File: config.mk
export PLATFORM = sky130hd
export DESIGN_NAME = tcwe_cover
export DESIGN_NICKNAME = d
export VERILOG_FILES = /design/src/rtl/tcwe_pkg.sv /design/src/rtl/tcwe_cover.sv
export SDC_FILE = /design/constraint.sdc
export NUM_CORES = 1
export LEC_CHECK = 0
export BUFFER_PORTS_ARGS = -buffer_cell sky130_fd_sc_hd__buf_2
export CORE_MARGIN = 2
export CORE_UTILIZATION = 41
export DETAILED_ROUTE_END_ITERATION = 8
export PLACE_DENSITY_LB_ADDON = 0.05
export SYNTH_ARGS = -nofsm -noshare
export SYNTH_HDL_FRONTEND = slang
export SYNTH_SLANG_ARGS = --single-unit
File: constraint.sdc
create_clock -name vclk -period 6.1
set_clock_uncertainty 0.15 [all_clocks]
set_input_delay 0.61 -clock vclk [all_inputs]
set_output_delay 0.61 -clock vclk [all_outputs]
set_load 0.02 [all_outputs]
File: src/rtl/tcwe_pkg.sv
package tcwe_pkg;

	localparam int WIN_REGS       = 3;
	localparam int COORD_W        = 12;
	localparam int CFG_IDX_W      = 3;
	localparam int ENTRY_W        = 32;
	localparam int TILE_NUM_W     = 12;
	localparam int POS_W          = 7;
	localparam int OFFSET_W       = 13;
	localparam int LAYER_W        = 2;

	localparam int TILE_COUNT_DEF    = 4096;
	localparam int WINDOW_WIDTH_DEF  = 16;
	localparam int WINDOW_HEIGHT_DEF = 12;
	localparam int LAYERS_DEF        = 3;

	typedef enum logic {
		OP_LOAD = 1'b0,
		OP_TILE = 1'b1
	} op_t;

	typedef enum logic [CFG_IDX_W-1:0] {
		REG_WIN0_X = 3'd0,
		REG_WIN0_Y = 3'd1,
		REG_WIN1_X = 3'd2,
		REG_WIN1_Y = 3'd3,
		REG_WIN2_X = 3'd4,
		REG_WIN2_Y = 3'd5
	} cfg_reg_t;

	typedef logic [WIN_REGS-1:0][COORD_W-1:0] win_coord_t;

endpackage

File: src/rtl/tcwe_cover.sv
module tcwe_cover
	import tcwe_pkg::*;
#(
	parameter int WINDOW_WIDTH  = WINDOW_WIDTH_DEF,
	parameter int WINDOW_HEIGHT = WINDOW_HEIGHT_DEF,
	parameter int NWIN          = LAYERS_DEF
) (
	input  logic [POS_W-1:0] col,
	input  logic [POS_W-1:0] row,
	input  win_coord_t       win_x,
	input  win_coord_t       win_y,
	output logic [NWIN-1:0]  hit
);

	localparam int CW = COORD_W + 2;

	logic signed [CW-1:0] col_s;
	logic signed [CW-1:0] row_s;

	assign col_s = signed'({(CW-POS_W)'(0), col});
	assign row_s = signed'({(CW-POS_W)'(0), row});

	always_comb begin
		logic signed [CW-1:0] x_lo;
		logic signed [CW-1:0] y_lo;
		logic signed [CW-1:0] x_hi;
		logic signed [CW-1:0] y_hi;
		for (int i = 0; i < NWIN; i++) begin
			x_lo = CW'(signed'(win_x[i]));
			y_lo = CW'(signed'(win_y[i]));
			x_hi = x_lo + CW'(WINDOW_WIDTH);
			y_hi = y_lo + CW'(WINDOW_HEIGHT);
			hit[i] = (col_s >= x_lo) && (col_s < x_hi) && (row_s >= y_lo) && (row_s < y_hi);
		end
	end

endmodule

==> results.yml, run 1 <==
critical_path:
  arrival_ns: 2.80
  crit_required_ns: 5.34
  critical_path_class: "input port to output port"
  start_kind: "input port"
  endpoint_kind: "output port"
  critPathMaxFanout: 5
yosys:
  synth_top_family_by_area: "adder cells"
  synth.area.top_cells: "ha_1 39%, inv_1 7.9%, o21ai_0 5.5%"
  synthCells: 306
  syn_area_um2: 2280
  synth_top_area_share_pct: 39.4
  synthMuxAreaShare_pct: 0.931
  ys_types: 49
  postSynthNetCount: 464
  synth-simple-area-share_pct: 18.8
  yosysSeqAreaShare_pct: 0
  yosys_warnings: 0
  synth_compound_area_share_pct: 27.5
  yosysTopAreaCell: "ha_1"
  yosys.area_share.adder_pct: 39.4
  synth.top_cells.by_count: "72 x ha_1, 48 x inv_1, 25 x o21ai_0, 19 x a21oi_1"
  yosysMostFrequentCell: "ha_1"
  yosys.area_share.xor_xnor_pct: 5.37
  synth_area_per_cell_um2: 7.47
hold_path:
  hp-class: "input port to output port"
  hold_path_depth: 4
  hp-start: "win_x[35]"
  min_to: "hit[2]"
die:
  start_util_pct: 42.0
  die_area_um2: 6190
  core-area_um2: 5440
  num_rows: 27
  ioPinCount: 89
  die_x_um: 78.7
  die_y_um: 78.7
sta:
  fmax_mhz: 281
  final_max_slew_viol_count: 0
  slew_headroom_pct: 68.2
  rsz0062_at_grt: "false"
  setup_ws_ns: 2.54
  finalSetupViolations: 0
  fin_crit_sh_pct: 58.4
  post-route-min-period_ns: 3.56
  fin_tns_setup_ns: 0
  worstMarginPinSlew_ns: 0.465
  hold_viol: 0
global_routing:
  grt_pass1_vias: 2328
  grt_pass1_wl_um: 9600
  grt_max_degree: 7
  gr-total-overflow: 0
  antenna_found_initial: 0
  grt_usage_pct: 17.9
drt:
  via_per_inst: 5.27
  drt_iter0_drc: 28
  post_drt_wl_per_cell_um: 11.8
  vias: 2462
  drt_pass1_iterations: 4
  remaining_drc_errors: 0
  drt-total-wl_um: 5530
  drtAntennaViolNets: 0
job:
  drv_cap: 0
finish:
  fillers: 573
  seq_cells: 0
  area_delta_synth_final_pct: 23.4
  instances_no_fill: 467
  clock_buffers: 0
  multiInputGateArea_um2: 2100
  drive_gt1_share_pct: 23.8
  nets: 555
  insertedDiodeCount: 0
  regArea_um2: 0
placement:
  preCtsSetupSlack_ns: 2.52
  dp.cells: 467
  dpl.hpwl_um: 5040
  io_buffers: 89
  gp_congestion: 0.774
clock_tree:
  post_cts_buffers: 0
  ctsHoldBuffers: 0
  cts-resized-gates: 0
power_and_ir_drop:
  ir_worst_vdd_v: 0.0000286
  leakagePower_nw: 1.50
  p_per_area_nw_per_um2: 61.3
run_status:
  outcome: "finished clean"
-- critical path, cell delays in order --
cell and delay [ns]:
buf_2 0.12, inv_1 0.06, ha_1 0.26, xor2_1 0.16, ha_1 0.30, a2111o_1 0.40, a31oi_1 0.20, a2111oi_2 0.06
a2111oi_1 0.40, buf_2 0.24
-- report_power, final --
group,internal [mW],switching (mW)
Sequential,0,0
Combinational,0.0830,0.0898
Clock,0,0
Total,0.0830,0.0898
-- placed cells by master (no fill, tap or decap), types with 10 or more instances in the layout --
cell type / n
nand3_1: 12
xnor2_1: 10
o21ai_0: 25
ha_1: 72
inv_1: 48
a21oi_1: 19
nand2_1: 12
buf_2: 89
-- final cells by class --
type	instances	share of cell area [%]
timing repair buffer	89	15.8
multi-input combinational	258	74.6
tap	72	3.19
inverter	48	6.39
-- worst max path at each step --
stage                     startpoint  endpoint  slack (ns)  cells after the start
after global placement     win_y[26]    hit[2]        2.58                     10
after CTS                  win_y[26]    hit[2]        2.54                     10
after floorplan            win_y[26]    hit[2]        2.53                      8
final                      win_y[26]    hit[2]        2.54                     10
after global routing       win_y[26]    hit[2]        2.33                     11
after detailed placement   win_y[26]    hit[2]        2.52                     10
-- layer usage --
metal / wire [um] / vias up / track usage [%]
met2: 2600 / 49 / 33.6
met1: 2700 / 1074 / 23.6
met5: 0 / - / 0
met4: 10 / 0 / 0.877
met3: 214 / 2 / 0.690
li1: - / 1337 / -
-- cells by family after synthesis --
| logic type | after synthesis |
|---|---|
| AOI/OAI and AO/OA | 94 |
| and+or+nand+nor | 76 |
| adders and majority gates | 72 |
| buffers and inverters | 48 |
| xor gates and xnor gates | 14 |
| muxes | 2 |
-- stage by stage --
step / hold slack, ns / utilization, % / instance area [um2] / power, mW
after floorplan: 1.27 / - / 2280 / 0.106
after global placement: 1.48 / 51.9 / 2820 / 0.171
after detailed placement: 1.48 / 51.9 / 2820 / 0.174
after CTS: 1.48 / 51.9 / 2820 / 0.175
after global routing: 1.50 / 51.9 / 2820 / 0.202
final: 1.48 / 51.9 / 2820 / 0.173
(Power assumes the default switching activity.)
==> run 2: changes to the inputs <==
==> constraint.sdc (replaced) <==
create_clock -name vclk -period 3.47
set_clock_uncertainty 0.15 [all_clocks]
set_input_delay 0.347 -clock vclk [all_inputs]
set_output_delay 0.347 -clock vclk [all_outputs]
set_load 0.02 [all_outputs]
==> results.yml, run 2 (synthesized netlist as in run 1, its figures left out) <==
run_status:
  outcome: "finished clean"
finish:
  clock_buffers: 0
  nets: 555
  insertedDiodeCount: 0
  layout_commonest_cell: "buf_2"
  area_delta_synth_final_pct: 23.4
  final_cell_mix: "89 x buf_2, 72 x ha_1, 48 x inv_1, 25 x o21ai_0, 19 x a21oi_1"
  drive_gt1_share_pct: 23.8
  regArea_um2: 0
  fillers: 576
  seq_cells: 0
global_routing:
  antenna_found_initial: 0
  gr-total-overflow: 0
  grt_max_degree: 7
  grt_pass1_vias: 2352
  grt_pass1_wl_um: 9800
  grt_usage_pct: 18.4
drt:
  drt_pass1_iterations: 4
  remaining_drc_errors: 0
  post_drt_wl_per_cell_um: 11.8
  drt_iter0_drc: 33
  drt-total-wl_um: 5520
  vias: 2441
  via_per_inst: 5.23
  drtAntennaViolNets: 0
sta:
  fmax_mhz: 328
  fin_tns_setup_ns: 0
  whs_ns: 0.952
  rsz0062_at_grt: "false"
  post-route-min-period_ns: 3.05
  final_max_slew_viol_count: 0
  worstMarginPinSlew_ns: 0.462
  fin_crit_sh_pct: 87.8
  finalSetupViolations: 0
  hold_viol: 0
  slew_headroom_pct: 68.9
clock_tree:
  post_cts_buffers: 0
  ctsHoldBuffers: 0
  cts-resized-gates: 0
critical_path:
  endpoint_kind: "output port"
  crit_required_ns: 2.97
  cp-endpoint: "hit[2]"
  critPathMaxFanout: 5
  critical_path_class: "input port to output port"
  start_kind: "input port"
  crit_start: "win_y[26]"
  arrival_ns: 2.55
power_and_ir_drop:
  ir_worst_vdd_v: 0.0000476
  p_per_area_nw_per_um2: 108
  leakagePower_nw: 1.50
hold_path:
  hp-class: "input port to output port"
placement:
  gp_congestion: 0.773
  dpl.hpwl_um: 5010
  io_buffers: 89
die:
  num_rows: 27
  start_util_pct: 42.0
  die_area_um2: 6190
  die_x_um: 78.7
  ioPinCount: 89
  die_y_um: 78.7
  core-area_um2: 5440
job:
  drv_cap: 0
run 2: cell counts in the layout (fill, tap and decap cells not counted):
Identical to the previous run, type by type.
run 2: through the flow:
| stage | instances | worst slack, ns | power (mW) | area [um2] | utilization (%) |
|---|---|---|---|---|---|
| after floorplan | 306 | 0.427 | 0.186 | 2280 | - |
| after global placement | 467 | 0.472 | 0.301 | 2820 | 51.9 |
| after detailed placement | 467 | 0.415 | 0.305 | 2820 | 51.9 |
| after CTS | 467 | 0.425 | 0.308 | 2820 | 51.9 |
| after global routing | 467 | 0.256 | 0.358 | 2820 | 51.9 |
| final | 467 | 0.425 | 0.303 | 2820 | 51.9 |
run 2: worst min path at each step:
stage	startpoint	cells after the start	end	slack (ns)
floorplan	win_x[35]	2	hit[2]	0.74
global placement	win_x[35]	4	hit[2]	0.95
detailed placement	win_x[35]	4	hit[2]	0.96
CTS	win_x[35]	4	hit[2]	0.96
global route	win_x[35]	4	hit[2]	0.97
finish	win_x[35]	4	hit[2]	0.95
run 2: area by class of cell:
class / count / area (um2) / share of cell area (%)
inverters: 48 / 180 / 6.39
multi-input cells: 258 / 2100 / 74.6
well taps: 72 / 90.1 / 3.19
repair buffers: 89 / 445 / 15.8
run 2: power breakdown:
| part | internal, mW | total, mW | switching, mW |
|---|---|---|---|
| registers | 0 | 0 | 0 |
| logic | 0.146 | 0.303 | 0.158 |
| clock network | 0 | 0 | 0 |
run 2: layer usage:
layer	track usage [%]	vias to the layer above	share of wire (%)
met2	34.0	49	47
met4	0.526	0	0.15
li1	-	1333	-
met5	0	-	0
met1	24.9	1057	49
met3	0.575	2	3.6
run 2: critical path: stages:
cell,delay [ns]
buf_2,0.12
inv_1,0.06
ha_1,0.26
xor2_1,0.16
ha_1,0.31
a2111o_1,0.41
a31oi_1,0.20
a2111oi_2,0.06
a2111oi_1,0.40
buf_2,0.24
==> run 3: changes to the inputs <==
==> constraint.sdc (replaced) <==
create_clock -name vclk -period 3.47
set_clock_uncertainty 0.15 [all_clocks]
set_input_delay 0.5205 -clock vclk [all_inputs]
set_output_delay 0.5205 -clock vclk [all_outputs]
set_load 0.02 [all_outputs]
==> results.yml, run 3 (synthesized netlist as in run 1, its figures left out) <==
finish:
  layout_commonest_cell: "buf_2"
  nets: 555
  area_delta_synth_final_pct: 24.0
  insertedDiodeCount: 0
  seq_cells: 0
  drive_gt1_share_pct: 24.6
  final_cell_mix: "89 x buf_2, 71 x ha_1, 48 x inv_1, 25 x o21ai_0, 19 x a21oi_1"
  clock_buffers: 0
  regArea_um2: 0
sta:
  hold_viol: 0
  finalSetupViolations: 0
  final_max_slew_viol_count: 0
  rsz0062_at_grt: "false"
  whs_ns: 1.30
  slew_headroom_pct: 69.1
  post-route-min-period_ns: 3.34
  fin_crit_sh_pct: 96.1
  fmax_mhz: 300
  fin_tns_setup_ns: 0
  worstMarginPinSlew_ns: 0.459
power_and_ir_drop:
  p_int_mw: 0.146
  clkPwrFrac_pct: 0
  ir_worst_vdd_v: 0.0000453
  leakagePower_nw: 1.49
  combPwrFrac_pct: 100.0
  total_power_mw: 0.304
  p_per_area_nw_per_um2: 107
  seq_power_share_pct: 0
  p_sw_mw: 0.158
  switching_share_pct: 52.0
global_routing:
  grt_max_degree: 7
  gr-total-overflow: 0
  grt_pass1_vias: 2285
  grt_pass1_wl_um: 9630
  antenna_found_initial: 0
  grt_usage_pct: 18.0
placement:
  dpl.hpwl_um: 5020
  gp_congestion: 0.773
  io_buffers: 89
drt:
  post_drt_wl_per_cell_um: 11.8
  drtAntennaViolNets: 0
  drt_iter0_drc: 37
  vias: 2443
  remaining_drc_errors: 0
  drt_pass1_iterations: 4
  drt-total-wl_um: 5520
  via_per_inst: 5.23
die:
  num_rows: 27
  ioPinCount: 89
  start_util_pct: 42.0
  core-area_um2: 5440
  die_area_um2: 6190
  die_y_um: 78.7
  die_x_um: 78.7
critical_path:
  cp-endpoint: "hit[2]"
  crit_start: "win_y[26]"
  endpoint_kind: "output port"
  arrival_ns: 2.67
  critPathSlowestCell: "a2111o_1"
  critPathMaxFanout: 5
  critical_path_class: "input port to output port"
  crit_required_ns: 2.80
  start_kind: "input port"
  cp_slowest_stage_delay_ns: 0.41
  cp_cell_sequence: "buf_2, inv_1, ha_2, xor2_1, ha_1, a2111o_1, a31oi_1, a2111oi_2, a2111oi_2, buf_2"
clock_tree:
  post_cts_buffers: 0
  cts-resized-gates: 0
  ctsHoldBuffers: 0
hold_path:
  hold_path_depth: 4
  hp-class: "input port to output port"
run_status:
  outcome: "finished clean"
job:
  drv_cap: 0
-- run 3: changes by cell type in the layout (fill, tap and decap cells not counted) --
cell	previous run	this run
nor3_2	0	1
a2111oi_2	1	2
nor3_1	5	4
ha_1	72	71
ha_2	0	1
a2111oi_1	1	0
-- run 3: worst min-delay path by stage --
stage | from | to | slack (ns)
2_1_floorplan | win_x[35] | hit[2] | 1.09
3_3_place_gp | win_x[35] | hit[2] | 1.30
3_5_place_dp | win_x[35] | hit[2] | 1.30
4_1_cts | win_x[35] | hit[2] | 1.30
5_1_grt | win_x[35] | hit[2] | 1.32
6_report | win_x[35] | hit[2] | 1.30
-- run 3: through the flow --
step	worst slack [ns]	util, %	std cells	cell area [um2]
final	0.134	52.1	467	2830
after global routing	0.0374	52.1	467	2830
after CTS	0.0601	51.9	467	2820
after detailed placement	0.0497	51.9	467	2820
after global placement	0.125	51.9	467	2820
after floorplan	0.0801	-	306	2280
-- run 3: power by group through the flow --
stage	clock network [mW]	logic (mW)	registers, mW
2_1_floorplan	0	0.186	0
5_1_grt	0	0.357	0
3_5_place_dp	0	0.305	0
4_1_cts	0	0.307	0
6_report	0	0.304	0
3_3_place_gp	0	0.301	0
-- run 3: layer usage --
layer	vias to the layer above	global-route usage [%]	share of wire [%]
li1	1333	-	-
met1	1066	24.5	49
met2	44	33.3	47
met3	0	0.460	3.8
met4	0	0.526	0
met5	-	0	0
-- run 3: critical path: cells and delay by family --
| family | cells | cell delay [ns] |
|---|---|---|
| AO/OA/AOI/OAI | 4 | 1.05 |
| XOR/XNOR | 1 | 0.16 |
| adder cells (fa/ha/maj) | 2 | 0.49 |
| buffers and inverters | 3 | 0.42 |
-- run 3: cell type report --
type,instances,area (um2)
Fill cell,589,2610
Tap cell,72,90.1
Timing Repair Buffer,89,445
Multi-Input combinational cell,258,2120
Inverter,48,180
